$ cat src/hdl/assert_macros.svh
// ----------------------------------------------------------------------------
// assert_macros.svh
// Assertion helpers shared by the text cell buffer RTL.
// ----------------------------------------------------------------------------
`ifndef ASSERT_MACROS_SVH
`define ASSERT_MACROS_SVH

// Property that must hold at every clock edge once out of reset.
`define ASSERT_CLK(label, prop, msg) \
   label: assert property (@(posedge clock) disable iff (reset) (prop)) else $error(msg);

// Condition that must never be seen once out of reset.
`define ASSERT_NEVER(label, cond, msg) \
   label: assert property (@(posedge clock) disable iff (reset) !(cond)) else $error(msg);

`endif

$ cat src/hdl/tcb_pkg.sv
// ----------------------------------------------------------------------------
// tcb_pkg
// Shared constants and controller/datapath interface types for the text
// cell buffer.
// ----------------------------------------------------------------------------
`default_nettype none

package tcb_pkg;

   localparam int COLS   = 80;
   localparam int ROWS   = 25;
   localparam int CELLS  = COLS * ROWS;
   localparam int ADDR_W = $clog2(CELLS);
   // widest index: row 255, column 255
   localparam int IDX_W  = $clog2(255 * COLS + 256);
   localparam int CPOS_W = 11;
   localparam int CELL_W = 16;

   localparam logic [7:0] CH_ESC      = 8'h1B;
   localparam logic [7:0] CH_BS       = 8'h08;
   localparam logic [7:0] CH_LBRACKET = 8'h5B;
   localparam logic [7:0] CH_SEMI     = 8'h3B;
   localparam logic [7:0] CH_SPACE    = 8'h20;
   localparam logic [7:0] CH_ZERO     = 8'h30;
   localparam logic [7:0] CH_NINE     = 8'h39;

   localparam logic REQ_PUT  = 1'b0;
   localparam logic REQ_READ = 1'b1;

   typedef struct packed {
      logic clear_step;   // zero one cell of the store
      logic capture;      // latch the incoming word
      logic execute;      // perform the latched request, load output register
   } cmd_type;

   typedef struct packed {
      logic clear_last;   // clearing pass is at its last cell
      logic out_free;     // output register empty or being drained
   } status_type;

endpackage

`default_nettype wire

$ cat src/hdl/tcb_ctrl.sv
// ----------------------------------------------------------------------------
// tcb_ctrl
// Sequencer: clearing pass after reset, then capture / execute per word.
// ----------------------------------------------------------------------------
`default_nettype none
`include "assert_macros.svh"

module tcb_ctrl (
   input  wire logic               clock,
   input  wire logic               reset,
   input  wire logic               req_tvalid,
   output logic                    req_tready,
   input  wire tcb_pkg::status_type status,
   output tcb_pkg::cmd_type        cmd
);
   import tcb_pkg::*;

   typedef enum logic [1:0] {ST_CLEAR, ST_IDLE, ST_EXEC} state_type;

   state_type state_ff;
   logic      req_tready_ff;

   always_ff @(posedge clock) begin
      if (reset) begin
         state_ff      <= ST_CLEAR;
         req_tready_ff <= 1'b0;
      end else begin
         case (state_ff)
            ST_CLEAR: begin
               if (status.clear_last) begin
                  state_ff      <= ST_IDLE;
                  req_tready_ff <= 1'b1;
               end
            end
            ST_IDLE: begin
               if (req_tvalid) begin
                  state_ff      <= ST_EXEC;
                  req_tready_ff <= 1'b0;
               end
            end
            ST_EXEC: begin
               if (status.out_free) begin
                  state_ff      <= ST_IDLE;
                  req_tready_ff <= 1'b1;
               end
            end
            default: begin
               state_ff      <= ST_CLEAR;
               req_tready_ff <= 1'b0;
            end
         endcase
      end
   end

   always_comb begin
      cmd.clear_step = (state_ff == ST_CLEAR);
      cmd.capture    = req_tvalid && req_tready_ff;
      cmd.execute    = (state_ff == ST_EXEC) && status.out_free;
   end

   assign req_tready = req_tready_ff;

   `ASSERT_CLK(a_ready_only_idle, req_tready_ff |-> (state_ff == ST_IDLE), "ready outside idle")
   `ASSERT_CLK(a_exec_returns, cmd.execute |=> (state_ff == ST_IDLE && req_tready_ff), "exec did not return to idle")

endmodule

`default_nettype wire

$ cat config.mk
export PLATFORM = sky130hd
export DESIGN_NAME = tcb_ctrl
export DESIGN_NICKNAME = d
export VERILOG_FILES = /design/src/hdl/tcb_pkg.sv /design/src/hdl/tcb_ctrl.sv
export VERILOG_INCLUDE_DIRS = /design/src /design/src/hdl
export SDC_FILE = /design/constraint.sdc
export NUM_CORES = 1
export LEC_CHECK = 0
export BUFFER_PORTS_ARGS = -buffer_cell sky130_fd_sc_hd__buf_2
export CAP_MARGIN = 30
export CORE_AREA = 3 3 40 42
export DETAILED_ROUTE_END_ITERATION = 8
export DIE_AREA = 0 0 43 45
export SLEW_MARGIN = 40
export SYNTH_ARGS = -nofsm -noshare
export SYNTH_HDL_FRONTEND = slang
export SYNTH_SLANG_ARGS = --single-unit
$ cat constraint.sdc
create_clock -name clock -period 2.3 [get_ports clock]
set_input_delay 0.46 -clock clock [delete_from_list [all_inputs] [get_ports clock]]
set_output_delay 0.46 -clock clock [all_outputs]
set_load 0.005 [all_outputs]
; Word-level counts from Yosys, hierarchy flattened
; Index checks and enable logic that the tools add are counted.
[totals]
register_bits = 3
in_bits = 5
[op_classes]
n_mux = 8
n_reduce_logical = 4
n_eq_ne = 5
[ops]
columns = cell, count
row1 = 2-bit two-way mux, 3
row2 = 2-bit inequality test (second input constant), 3
row3 = 2-bit one-hot mux with 3 select lines, 1
row4 = 1-bit two-way mux, 3
row5 = 1-bit one-hot mux with 3 select lines, 1
row6 = 3-bit AND reduction, 1
row7 = 2-bit by 1-bit == test with 1-bit output (second input constant), 1
row8 = 2-bit == test (second input constant), 1
row9 = 1-bit logical AND, 2
row10 = 2-bit zero test, 1

; Longest topological paths before layout
; Gate-level depths: netlist (run 1).
[depth]
depth_word = 3
depth_mapped = 2
depth_no_buf = 2

; Worst setup path before layout (run 1)
; OpenSTA, ideal clock, no wires.
[synth_path]
path_type = input port to output port
from = input status[0] (netlist name)
to = output cmd[0] (netlist name)
arrival_time_ns = 0.615
t_required_ns = 1.840
path_slack_ns = 1.225
cell_stages = 2
path_cell_list = nand2_1 -> nor2_1
[synth_lines]
columns = element, line
row1 = start: declaration, tcb_ctrl.sv:13  ; input wire tcb_pkg::status_type status,
row2 = end: declaration, tcb_ctrl.sv:14  ; output tcb_pkg::cmd_type cmd

==> results.yml, run 1 <==
run_status:
  status: "finished clean"
clock_tree:
  post_cts_resize_count: 0
  clockBufferDepth: 2
  cts_sinks: 2
  cts_max_level: 1
  worstSkewPairLatency_ns: 0.23
  cts_setup_buffers: 0
  cts_root_buf: "clkbuf_4"
  cts_buffers: 3
  cts_tree: "yes"
  cts.clk_slew.worst_paths_ns: 0.03
  postCtsHoldBufs: 0
floorplan:
  initial_utilization: 0.0847
  rows: 13
  core_um2: 1280
  die_w_um: 43
  die_area_um2: 1940
  die_h_um: 45
  io_pins: 9
power_and_ir_drop:
  swShare: 0.236
  pwr-share-seq: 0.302
  p_int_uw: 106
  power_frac_comb: 0.131
  clkPwrFrac: 0.567
  leakagePower_uw: 0.0000863
  ir_drop_uv: 101
  power_density_nw_per_um2: 731
  switchingPower_uw: 32.8
layout:
  drive_gt1_frac: 0.500
  final_nets: 31
  multi_input_area_um2: 65.1
  nFillCells: 153
  antennaDiodeCount: 0
  areaGrowthSynthToFinish_pct: 74.7
  fin_util: 0.148
  seqCellArea_um2: 40.0
timing:
  hold_viol_final: 0
  finalSetupViolCount: 0
  rsz0062_at_grt: "false"
  tightest_slew_ns: 0.226
  slew-limit-headroom: 0.849
  setup-tns-final_ns: 0
  finalCritPeriodShare: 0.607
  fmax_ghz: 0.716
  min_period_ns: 1.40
  clock_skew_ns: 0.00136
  report.final.slew_viol_count: 0
run:
  cap_violations: 0
place:
  io_buffers: 8
  place_congestion: 0.604
routing:
  vias_per_cell: 3.15
  first_pass_iters: 4
  wl_per_cell_um: 7.90
  drc: 0
  ant_nets: 0
  dr_total_vias: 123
  finalWirelength_um: 308
  drtIter0Drc: 6
logic_synthesis:
  yosys_warnings: 0
  syn_avg_cell_area_um2: 8.37
  ys_seq_area_frac: 0.368
  synth_cell_type_count: 11
  syn-cell-area_um2: 109
  synth_cells: 13
  syn_nets: 18
  ys_seq_elements: 2
worst_setup_path:
  critPathLaunchType: "flop"
  critPathCaptureType: "primary output"
  cp_data_arrival_time_ns: 0.94
  cp_max_fo: 6
  worstPathRequired_ns: 1.84
  crit_type: "reg -> out"
global_route:
  grt_pass1_vias: 113
  grt_pass1_wl_um: 469
  antenna_found_initial: 0
  grt_util_all_layers: 0.0424
  grt.overflow.total: 0
  grt_max_degree: 9
worst_hold_path:
  hold_class: "in -> reg"
==> cell type report <==
type	count	share of cell area
multi-input cells	10	0.342
well taps	15	0.0987
clock buffers	3	0.118
repair buffers	8	0.211
flip-flops and latches	2	0.211
inverters	1	0.0197
==> stage by stage <==
step                instances  total power [uW]  setup WS (ns)  hold WS, ns  area (um2)
floorplan                  13              50.0           1.23        0.508         109
detailed placement         36              61.0           1.01        0.548         168
global placement           36              60.5           1.01        0.540         168
CTS                        39               147          0.895        0.402         190
global route               39               153          0.852        0.415         190
finish                     39               139          0.904        0.413         190
==> cell usage in the layout (no fill, tap or decap), types with 2 or more instances in the layout <==
master    Yosys  layout
dfxtp_1       2       2
buf_2         0       8
nor2_1        2       2
clkbuf_4      0       3
==> logic make-up after synthesis <==
family / Yosys count / share of synthesized area
buffers and inverters: 1 / 0.0344
AND/OR/NAND/NOR: 7 / 0.368
flip-flops: 2 / 0.368
AO/OA/AOI/OAI: 3 / 0.230
==> synthesized netlist by cell type, drive strengths merged <==
library cell / n / share of area
and2: 1 / 0.058
or3b: 1 / 0.080
inv: 1 / 0.034
nand2b: 1 / 0.058
nand3b: 1 / 0.069
a21oi: 1 / 0.080
o21a: 1 / 0.069
a311oi: 1 / 0.080
nand2: 1 / 0.034
dfxtp: 2 / 0.37
nor2: 2 / 0.069
==> layer usage <==
layer / GRT usage / part of all wire / vias to the layer above
met4: 0.0904 / 0 / 0
met3: 0.0239 / 0.13 / 0
li1: - / - / 67
met5: 0 / 0 / -
met2: 0.0269 / 0.31 / 8
met1: 0.0504 / 0.56 / 48
==> path summary, 6_finish.rpt <==
kind                             startpoint          end  slack, ns  cells after the start
worst min-delay path                  reset  state_ff[1]       0.41                      2
worst max register to register  state_ff[1]  state_ff[1]       1.35                      2
worst min register to register   req_tready   req_tready       0.55                      2
worst max-delay path            state_ff[1]       cmd[0]       0.90                      3
==> state kept, by name, summed over array words and instances, names as in the netlist <==
register,flops
req_tready,1
state_ff,1
==> power groups by stage <==
stage	Sequential [uW]	Clock (uW)	Combinational, uW
5_1_grt	42.5	89.7	20.4
3_3_place_gp	42.2	0	18.3
4_1_cts	42.0	86.2	18.6
6_report	42.0	78.7	18.2
3_5_place_dp	42.5	0	18.5
2_1_floorplan	41.6	0	8.39
==> critical path, cell delays in order (launching register included) <==
cell	delay, ns
dfxtp_1	0.39
nand2_1	0.09
nor2_1	0.11
buf_2	0.12
Note: power is estimated with default switching activity, not from simulation.
==> run 2: changes to the inputs <==
--- a/config.mk
+++ b/config.mk
@@ -6,6 +6,7 @@
 export SDC_FILE = /design/constraint.sdc
 export NUM_CORES = 1
 export LEC_CHECK = 0
+export ABC_AREA = 1
 export BUFFER_PORTS_ARGS = -buffer_cell sky130_fd_sc_hd__buf_2
 export CAP_MARGIN = 30
 export CORE_AREA = 3 3 40 42
==> constraint.sdc (replaced) <==
create_clock -name clock -period 1.15 [get_ports clock]
set_input_delay 0.23 -clock clock [delete_from_list [all_inputs] [get_ports clock]]
set_output_delay 0.23 -clock clock [all_outputs]
set_load 0.005 [all_outputs]
==> results.yml, run 2 <==
worst_setup_path:
  worstPathRequired_ns: 0.92
  cp-startpoint: "state_ff[1]"
  r2r_cells: 5
  worstSetupEndpoint: "cmd[2]"
  cp_max_fo: 3
  timing.rr.end: "req_tready"
  critPathLaunchType: "flop"
  crit_type: "reg -> out"
  rrSetupSlack_ns: 0.38
  r2r_start: "state_ff[1]"
  cp_data_arrival_time_ns: 0.86
  critPathCaptureType: "primary output"
timing:
  tightest_slew_ns: 0.178
  hold_viol_final: 0
  rsz0062_at_grt: "false"
  finalCritPeriodShare: 0.946
  setup-tns-final_ns: 0
  slew-limit-headroom: 0.880
  min_period_ns: 1.09
  report.final.slew_viol_count: 0
  finalSetupViolCount: 0
  clock_skew_ns: 0.00230
  fmax_ghz: 0.919
  layout_setup_ws_ns: 0.0620
  holdWs_ns: 0.173
logic_synthesis:
  synth_cell_type_count: 10
  synth_area_leaders: "dfxtp_1 34%, inv_1 19%, nand2_1 13%"
  syn_nets: 24
  synthTopCellsByCount: "6 x inv_1, 4 x nand2_1, 2 x dfxtp_1"
  synth_flop_cell: "dfxtp_1"
  yosys_warnings: 0
  syn-cell-area_um2: 118
  synth_cells: 19
  synth_largest_area_cell: "dfxtp_1"
  async_reset_ff_frac: 0
  synth_top_area_frac: 0.340
  syn_avg_cell_area_um2: 6.19
  synth_enable_flop_cells: 0
  yosysMostFrequentCell: "inv_1"
  ys_seq_area_frac: 0.340
  ys_seq_elements: 2
floorplan:
  io_pins: 9
  initial_utilization: 0.0915
  die_h_um: 45
  core_um2: 1280
  rows: 13
  die_area_um2: 1940
  die_w_um: 43
routing:
  finalWirelength_um: 306
  ant_nets: 0
  vias_per_cell: 3.35
  drtIter0Drc: 1
  dr_total_vias: 154
  first_pass_iters: 2
  wl_per_cell_um: 6.65
  drc: 0
power_and_ir_drop:
  power_density_nw_per_um2: 1320
  ir_drop_uv: 312
  finalPower_uw: 289
  leakagePower_uw: 0.000123
global_route:
  grt_util_all_layers: 0.0382
  grt_max_degree: 8
  antenna_found_initial: 0
  grt_pass1_wl_um: 434
  grt_pass1_vias: 107
  grt.overflow.total: 0
layout:
  multi_input_area_um2: 65.1
  nFillCells: 159
  drive_gt1_frac: 0.548
  antennaDiodeCount: 0
  layout_common_cells: "8 x buf_2, 6 x inv_1, 4 x nand2_1, 3 x clkbuf_4, 2 x dfxtp_2"
  areaGrowthSynthToFinish_pct: 86.2
  layout_commonest_cell: "buf_2"
  final_nets: 38
  seqCellArea_um2: 42.5
clock_tree:
  cts_root_buf: "clkbuf_4"
  cts_max_level: 1
  worstSkewPairLatency_ns: 0.22
  cts_sinks: 2
  cts_tree: "yes"
  cts_buffers: 3
  clockBufferDepth: 2
  postCtsHoldBufs: 0
  cts.clk_slew.worst_paths_ns: 0.03
run_status:
  status: "finished clean"
place:
  io_buffers: 8
  place_congestion: 0.661
  hpwl_um: 228
  dpl_worst_slack_ns: 0.189
run:
  cap_violations: 0
worst_hold_path:
  hold_class: "in -> reg"
run 2: through the flow:
step,instance area [um2],instances,util
2_1_floorplan,118,19,-
3_3_place_gp,176,42,0.137
3_5_place_dp,176,42,0.137
4_1_cts,208,46,0.162
5_1_grt,219,46,0.170
6_report,219,46,0.170
run 2: cell type report:
type | instances | area share
multi-input cells | 11 | 0.297
flip-flops and latches | 2 | 0.194
repair buffers | 9 | 0.217
clock buffers | 3 | 0.103
well taps | 15 | 0.0857
inverters | 6 | 0.103
run 2: cells by family after synthesis:
group | share of synthesized area
flip-flops | 0.340
AO/OA/AOI/OAI | 0.0850
buffers and inverters | 0.191
AND/OR/NAND/NOR | 0.383
run 2: worst min-delay path by stage:
stage | start | end | slack [ns] | cells after the start
4_1_cts | reset | state_ff[1] | 0.16 | 2
6_report | reset | state_ff[1] | 0.17 | 2
2_1_floorplan | reset | state_ff[1] | 0.30 | 1
3_5_place_dp | reset | state_ff[1] | 0.41 | 2
5_1_grt | reset | state_ff[1] | 0.17 | 2
3_3_place_gp | reset | state_ff[1] | 0.40 | 2
run 2: per-layer routing:
layer	vias up	track usage	wire, um
li1	81	-	-
met1	67	0.0312	137
met2	6	0.0359	144
met3	0	0.0359	23
met4	0	0.0723	0
met5	-	0	0
run 2: worst max-delay path, stage by stage (launching register included):
cell,delay (ns)
dfxtp_2,0.31
buf_4,0.14
nor2_4,0.07
buf_2,0.11
run 2: report_power, final:
group,total [uW],switching (uW),internal (uW)
Sequential,85.4,8.70,76.6
Combinational,48.2,22.5,25.7
Clock,155,40.2,115
Total,289,71.4,217
run 2: repair_timing:
| item | 4_1_cts | 5_1_grt |
|---|---|---|
| setup endpoints to repair | 1 | 3 |
| gates cloned | 0 | 0 |
| setup buffers | 1 | 0 |
| resized for setup | 1 | 3 |
